`config.mk`:
```
export PLATFORM = sky130hd
export DESIGN_NAME = ordered_list_shift_store_unit
export DESIGN_NICKNAME = d
export VERILOG_FILES = /design/src/rtl/core/olss_pkg.sv /design/src/rtl/core/ordered_list_shift_store_unit.sv /design/src/rtl/core/olss_cell.sv /design/src/rtl/core/olss_ctrl.sv
export SDC_FILE = /design/constraint.sdc
export NUM_CORES = 1
export LEC_CHECK = 0
export BUFFER_PORTS_ARGS = -buffer_cell sky130_fd_sc_hd__buf_2
export CORE_MARGIN = 4
export CORE_UTILIZATION = 40
export CTS_CLUSTER_SIZE = 30
export DETAILED_ROUTE_END_ITERATION = 10
export PLACE_DENSITY_LB_ADDON = 0.25
export SYNTH_ARGS = -nofsm -noshare
export SYNTH_HDL_FRONTEND = slang
export SYNTH_HIERARCHICAL = 1
export SYNTH_SLANG_ARGS = --single-unit
```
`constraint.sdc`:
```
create_clock -name clk -period 5 [get_ports clk]
set_input_delay 0.5 -clock clk [delete_from_list [all_inputs] [get_ports clk]]
set_output_delay 0.5 -clock clk [all_outputs]
set_load 0.01 [all_outputs]
```
`src/rtl/core/olss_pkg.sv`:
```
`default_nettype none
package olss_pkg;

  localparam int CAPACITY = 16;
  localparam int IDX_W = $clog2(CAPACITY);
  localparam int CNT_W = $clog2(CAPACITY + 1);
  localparam int WORD_W = 32;
  localparam logic [CNT_W-1:0] CAP_COUNT = CNT_W'(CAPACITY);

  typedef logic signed [WORD_W-1:0] word_t;
  typedef word_t [CAPACITY-1:0] word_row_t;

  typedef enum logic [2:0] {
    ACT_APPEND      = 3'd0,
    ACT_REMOVE_LAST = 3'd1,
    ACT_INSERT      = 3'd2,
    ACT_REMOVE_AT   = 3'd3,
    ACT_READ        = 3'd4,
    ACT_WRITE       = 3'd5,
    ACT_READ_FIRST  = 3'd6,
    ACT_READ_LAST   = 3'd7
  } action_t;

  typedef enum logic [1:0] {
    ST_OK     = 2'd0,
    ST_BADPOS = 2'd1,
    ST_EMPTY  = 2'd2,
    ST_FULL   = 2'd3
  } status_t;

  typedef enum logic [1:0] {
    CELL_HOLD       = 2'd0,
    CELL_LOAD       = 2'd1,
    CELL_FROM_LOWER = 2'd2,
    CELL_FROM_UPPER = 2'd3
  } cell_op_t;

  typedef cell_op_t [CAPACITY-1:0] cell_op_row_t;

  typedef struct packed {
    logic [2:0]       action;
    logic [CNT_W-1:0] position;
    word_t            value;
  } req_t;

  typedef struct packed {
    word_t            data;
    logic [CNT_W-1:0] count;
    status_t          status;
  } rsp_t;

endpackage
`default_nettype wire

```
`src/rtl/core/ordered_list_shift_store_unit.sv`:
```
// Ordered list of up to CAPACITY signed 32-bit words held in a row of cells.
// Every request (append, remove last, insert, remove at, read, write, read
// first, read last) is done at once; on insert or remove the cells from the
// position upward shift toward their neighbor in the same clock. One item is
// taken per cycle; the input stalls only when a result is held by a stalled
// output. The result appears in the output register in the cycle after
// acceptance, and a new item can enter in the same cycle as the previous
// result leaves. Items return the word read or removed (zero otherwise), the
// new count and a status. Reset clears count and rsp_valid, not the entries.
`default_nettype none
module ordered_list_shift_store_unit import olss_pkg::*; (
  input  wire logic clk,
  input  wire logic rst,
  input  wire logic req_valid,
  output logic      req_stall,
  input  wire req_t req,
  output logic      rsp_valid,
  input  wire logic rsp_stall,
  output rsp_t      rsp
);

  word_row_t    cell_words;
  cell_op_row_t cell_ops;

  olss_ctrl u_ctrl (
    .clk        (clk),
    .rst        (rst),
    .req_valid  (req_valid),
    .req_stall  (req_stall),
    .req        (req),
    .rsp_valid  (rsp_valid),
    .rsp_stall  (rsp_stall),
    .rsp        (rsp),
    .cell_words (cell_words),
    .cell_ops   (cell_ops)
  );

  for (genvar i = 0; i < CAPACITY; i++) begin : g_cell
    word_t lower_word;
    word_t upper_word;

    if (i == 0) begin : g_first
      assign lower_word = cell_words[i];
    end else begin : g_lower
      assign lower_word = cell_words[i-1];
    end

    if (i == CAPACITY - 1) begin : g_last
      assign upper_word = cell_words[i];
    end else begin : g_upper
      assign upper_word = cell_words[i+1];
    end

    olss_cell u_cell (
      .clk        (clk),
      .op         (cell_ops[i]),
      .load_word  (req.value),
      .lower_word (lower_word),
      .upper_word (upper_word),
      .word       (cell_words[i])
    );
  end

endmodule
`default_nettype wire

```
`src/rtl/core/olss_cell.sv`:
```
`default_nettype none
module olss_cell import olss_pkg::*; (
  input  wire logic     clk,
  input  wire cell_op_t op,
  input  wire word_t    load_word,
  input  wire word_t    lower_word,
  input  wire word_t    upper_word,
  output word_t         word
);

  always_ff @(posedge clk) begin
    case (op)
      CELL_LOAD:       word <= load_word;
      CELL_FROM_LOWER: word <= lower_word;
      CELL_FROM_UPPER: word <= upper_word;
      default:         word <= word;
    endcase
  end

endmodule
`default_nettype wire

```
`src/rtl/core/olss_ctrl.sv`:
```
`default_nettype none
module olss_ctrl import olss_pkg::*; (
  input  wire logic      clk,
  input  wire logic      rst,
  input  wire logic      req_valid,
  output logic           req_stall,
  input  wire req_t      req,
  output logic           rsp_valid,
  input  wire logic      rsp_stall,
  output rsp_t           rsp,
  input  wire word_row_t cell_words,
  output cell_op_row_t   cell_ops
);

  logic             accept;
  logic [CNT_W-1:0] occ;
  logic [CNT_W-1:0] occ_next;
  logic [CNT_W-1:0] at;
  logic             do_ins;
  logic             do_rem;
  logic             do_wr;
  logic             do_rd;
  status_t          status;
  logic             rsp_valid_next;
  word_t            rd_word;

  assign req_stall = rsp_valid & rsp_stall;
  assign accept = req_valid & ~req_stall;

  always_comb begin
    do_ins = 1'b0;
    do_rem = 1'b0;
    do_wr  = 1'b0;
    do_rd  = 1'b0;
    at     = req.position;
    status = ST_OK;
    case (action_t'(req.action))
      ACT_APPEND: begin
        at = occ;
        if (occ >= CAP_COUNT) status = ST_FULL;
        else do_ins = 1'b1;
      end
      ACT_REMOVE_LAST: begin
        at = occ - CNT_W'(1);
        if (occ == '0) status = ST_EMPTY;
        else begin
          do_rem = 1'b1;
          do_rd  = 1'b1;
        end
      end
      ACT_INSERT: begin
        if (req.position > occ) status = ST_BADPOS;
        else if (occ >= CAP_COUNT) status = ST_FULL;
        else do_ins = 1'b1;
      end
      ACT_REMOVE_AT: begin
        if (req.position >= occ) status = ST_BADPOS;
        else begin
          do_rem = 1'b1;
          do_rd  = 1'b1;
        end
      end
      ACT_READ: begin
        if (req.position >= occ) status = ST_BADPOS;
        else do_rd = 1'b1;
      end
      ACT_WRITE: begin
        if (req.position >= occ) status = ST_BADPOS;
        else do_wr = 1'b1;
      end
      ACT_READ_FIRST: begin
        at = '0;
        if (occ == '0) status = ST_EMPTY;
        else do_rd = 1'b1;
      end
      ACT_READ_LAST: begin
        at = occ - CNT_W'(1);
        if (occ == '0) status = ST_EMPTY;
        else do_rd = 1'b1;
      end
      default: begin
        status = ST_OK;
      end
    endcase
  end

  // Insert opens a gap at the position, remove closes it; the cells from there up move at once.
  always_comb begin
    for (int i = 0; i < CAPACITY; i++) begin
      cell_ops[i] = CELL_HOLD;
      if (accept) begin
        if (do_ins && (CNT_W'(i) > at)) cell_ops[i] = CELL_FROM_LOWER;
        else if ((do_ins || do_wr) && (CNT_W'(i) == at)) cell_ops[i] = CELL_LOAD;
        else if (do_rem && (CNT_W'(i) >= at)) cell_ops[i] = CELL_FROM_UPPER;
      end
    end
  end

  // Read the old contents, so remove returns the word before the shift.
  assign rd_word = do_rd ? cell_words[at[IDX_W-1:0]] : '0;

  assign occ_next = occ + CNT_W'(do_ins) - CNT_W'(do_rem);
  assign rsp_valid_next = accept | (rsp_valid & rsp_stall);

  always_ff @(posedge clk) begin
    if (rst) begin
      occ       <= '0;
      rsp_valid <= 1'b0;
    end else begin
      rsp_valid <= rsp_valid_next;
      if (accept) occ <= occ_next;
    end
  end

  always_ff @(posedge clk) begin
    if (accept) begin
      rsp.data   <= rd_word;
      rsp.count  <= occ_next;
      rsp.status <= status;
    end
  end

endmodule
`default_nettype wire

```
==> impl_metrics.py <==
metrics = {
    "setup_path": {
        "cp_cell_sequence": "inv_1, ha_1, a21oi_1, o21ai_0, nor2_1, o2111a_1, nor2b_1, buf_4, a31oi_1, nor3_2, buf_12, or2_2, buf_4",
        "r2r-start": "u_ctrl/occ[4]$_SDFFE_PP0P_",
        "ff2ff_setup_slack_ps": 940,
        "crit_buf_inv": 4,
        "crit_type": "reg2reg",
        "start_kind": "flip-flop",
        "cp_top_family": "buffers and inverters",
        "end_kind": "flip-flop",
        "slowest_stage": "o2111a_1",
        "r2r_end": "g_cell[6].u_cell/word[16]$_DFFE_PP_",
        "path_common_cell": "buf_4",
        "ff2ff_path_depth": 13,
        "cp_max_fo": 20,
        "arrival_ps": 4320,
        "crit_required_ps": 5260,
        "cpPeakStageDelay_ps": 530,
    },
    "placed_design": {
        "dp_slack_ps": 1010,
        "dp.final_hpwl_um": 72800,
        "gp_congestion": 0.864,
        "io_buffer_count": 84,
    },
    "logic_synthesis": {
        "postSynth.asyncResetShare": 0,
        "synth_flop_cell": "edfxtp_1",
        "yosysSeqAreaShare": 0.492,
        "synth_area_leaders": "edfxtp_1, mux2i_1, a21oi_1",
        "netlist.area_leader.share": 0.488,
        "yosysWarnings": 6,
        "synth_edf_count": 551,
        "synth_cell_type_count": 62,
        "yosys.area.top_type": "edfxtp_1",
        "syn_nets": 3414,
        "syn_area_mm2": 0.0339,
        "ys_seq_elements": 557,
        "syn_inst": 3353,
        "syn_area_per_cell_um2": 10.1,
    },
    "global_route": {
        "track_usage": 0.263,
        "grt_antenna_before_repair": 2,
        "grt_pass1_vias": 25600,
        "grt_pass1_wl_um": 176000,
        "grt-ovfl-total": 0,
        "grt_max_degree": 128,
    },
    "clock_network": {
        "cts_max_level": 3,
        "post_cts_buffers": 0,
        "cts.clk_slew.worst_paths_ps": 60,
        "cts_root_buf": "clkbuf_16",
        "cts_hold_buf": 0,
        "cts_buffers": 67,
        "ctsResizeCount": 0,
        "worstSkewPairLatency_ps": 630,
        "clkSinkCount": 557,
        "cts_tree": "built",
        "clk_path_buf_depth": 3,
    },
    "floorplanning": {
        "initial_core_util": 0.404,
        "die_x_um": 299,
        "core_area_mm2": 0.0838,
        "die_h_um": 299,
        "num_rows": 106,
        "dieArea_mm2": 0.0894,
        "io_pins": 85,
    },
    "detailed_routing": {
        "wl_per_cell_um": 26.8,
        "vias": 27100,
        "routed_via_density": 5.98,
        "drt_first_pass_iters": 6,
        "met2WireLength_um": 56500,
        "top_layer": "met4",
        "wl_um": 122000,
        "drtIter0Drc": 3403,
        "drc": 0,
        "wl_met3_um": 11800,
        "drtAntennaViolNets": 0,
        "wl_met1_um": 49200,
    },
    "timing": {
        "hold_violations": 0,
        "slew_headroom": 0.281,
        "hold_slack_ps": 106,
        "rsz0062_at_grt": "false",
        "worstMarginPinSlew_ps": 1080,
        "fin_skew_ps": 33.7,
        "final.period_utilization": 0.812,
        "slew_viol_final": 0,
        "setup_tns_ps": 0,
        "setup_violations": 0,
        "period_needed_ps": 4060,
        "fin_ws_ps": 942,
        "fmax_mhz": 246,
    },
    "power_and_ir_drop": {
        "swShare": 0.322,
        "ir_drop_uv": 215,
        "clkPwrFrac": 0.357,
        "p_leak_nw": 12.2,
        "p_total_mw": 13.9,
        "combPwrFrac": 0.216,
        "p_per_area_mw_per_mm2": 373,
        "power.switching_mw": 4.47,
        "intPower_mw": 9.43,
        "pwr-share-seq": 0.426,
    },
    "hold_path": {
        "min_path_cells": 3,
        "hp-class": "in2reg",
        "hold_end": "u_ctrl/rsp_valid$_SDFF_PP0_",
        "worstHoldStart": "req_valid",
    },
    "finish": {
        "fin_nets": 3413,
        "final_core_utilization": 0.445,
        "drive_gt1_frac": 0.110,
        "fillers": 7953,
        "area_growth_pct": 10.1,
    },
    "flow_run": {
        "maxCapViolCount": 0,
    },
    "status": {
        "status": "complete, no violations",
    },
}
==> cell usage in the layout, fill, tap and decap left out, types with 4 or more instances in the layout <==
master,netlist,routed
and2_1,5,4
nor2_4,1,16
nand3_1,70,70
nand4_1,34,34
buf_2,113,84
a32oi_1,36,36
inv_1,17,16
or2_2,17,17
buf_12,48,25
ha_1,16,16
nor2b_1,7,6
clkinv_2,0,10
clkinv_1,0,14
nor3_2,0,4
xnor2_1,5,5
mux2i_1,549,549
a21oi_4,0,7
edfxtp_1,551,551
clkinvlp_4,0,4
o21ai_0,11,11
a22oi_1,89,89
nand2_1,380,379
nand2b_1,4,4
nor2_1,545,532
clkbuf_1,67,12
a31oi_1,6,6
clkbuf_16,0,68
buf_4,30,103
bufinv_16,0,6
dfxtp_1,6,6
a221oi_1,6,5
a21oi_1,660,653
==> Yosys cell counts, drive strengths merged, types with 4 or more instances <==
cell type  instances
a21oi            660
a221oi             7
nor2b              7
inv               17
mux2i            549
nand3             70
nand2b             4
or2               17
nor3               5
a21boi             4
o21ai             13
dfxtp              6
and2               5
a32oi             37
clkbuf            69
edfxtp           551
nand4             34
nand2            381
a22oi             89
xnor2              5
a211oi             6
nor2             550
ha                16
buf              213
a31oi              6
==> per-layer routing <==
| layer | GRT usage | vias up |
|---|---|---|
| met5 | 0 | - |
| met1 | 0.353 | 13100 |
| li1 | - | 12300 |
| met3 | 0.0495 | 255 |
| met2 | 0.429 | 1525 |
| met4 | 0.0869 | 0 |
==> flip-flops by register name (all words and copies together), names as in the netlist <==
name	count
u_ctrl/rsp	39
g_cell.u_cell/word	512
u_ctrl/rsp_valid	1
u_ctrl/occ	5
==> final cells by class <==
type                    count  area [um^2]  area share
diodes                      2         5.00    0.000134
clock buffers              80         1750      0.0468
clock inverters            41          439      0.0118
inverters                  17         63.8     0.00171
multi-input cells        2497        15300       0.409
flip-flops and latches    557        16700       0.447
well taps                1134         1420      0.0380
repair buffers            212         1690      0.0454
==> logic make-up (layout without fill, tap and decap cells) <==
kind of cell | after synthesis | after routing | synth area share
XOR/XNOR | 6 | 6 | 0.00155
other | 0 | 2 | 0
multiplexers | 549 | 549 | 0.162
AND/OR/NAND/NOR | 1084 | 1084 | 0.130
adder cells (fa/ha/maj) | 17 | 17 | 0.00650
flip-flops | 557 | 557 | 0.492
buffers and inverters | 299 | 350 | 0.0682
AO/OA/AOI/OAI | 841 | 841 | 0.140
==> worst max path at each step <==
stage                                          endpoint  depth (start not counted)                       start
finish              g_cell[6].u_cell/word[16]$_DFFE_PP_                         13  u_ctrl/occ[4]$_SDFFE_PP0P_
global route        g_cell[6].u_cell/word[16]$_DFFE_PP_                         13  u_ctrl/occ[4]$_SDFFE_PP0P_
CTS                 g_cell[6].u_cell/word[11]$_DFFE_PP_                         13  u_ctrl/occ[4]$_SDFFE_PP0P_
detailed placement  g_cell[6].u_cell/word[20]$_DFFE_PP_                         13                     req[36]
global placement    g_cell[6].u_cell/word[20]$_DFFE_PP_                         13                     req[36]
floorplan            g_cell[0].u_cell/word[0]$_DFFE_PP_                          8                   rsp_stall
==> metrics by stage <==
| stage | area (um^2) | cells |
|---|---|---|
| after floorplan | 33900 | 3353 |
| after global placement | 35100 | 4417 |
| after detailed placement | 35100 | 4417 |
| after CTS | 37300 | 4538 |
| after global routing | 37300 | 4539 |
| final | 37300 | 4540 |
==> power groups by stage <==
stage	Clock (mW)	Combinational [mW]	Sequential [mW]
5_1_grt	5.23	3.20	5.96
2_1_floorplan	0	1.87	5.95
3_5_place_dp	0	2.93	6.01
3_3_place_gp	0	2.90	6.01
6_report	4.97	3.01	5.93
4_1_cts	5.05	2.94	5.92
==> worst reg2reg max path: stages (launching register included) <==
cell      delay, ps
dfxtp_1         440
inv_1           150
ha_1            330
a21oi_1         120
o21ai_0         200
nor2_1          260
o2111a_1        530
nor2b_1         200
buf_4           230
a31oi_1          80
nor3_2          310
buf_12          300
or2_2           180
buf_4           340
No activity file was read; power rests on OpenSTA's default activity.
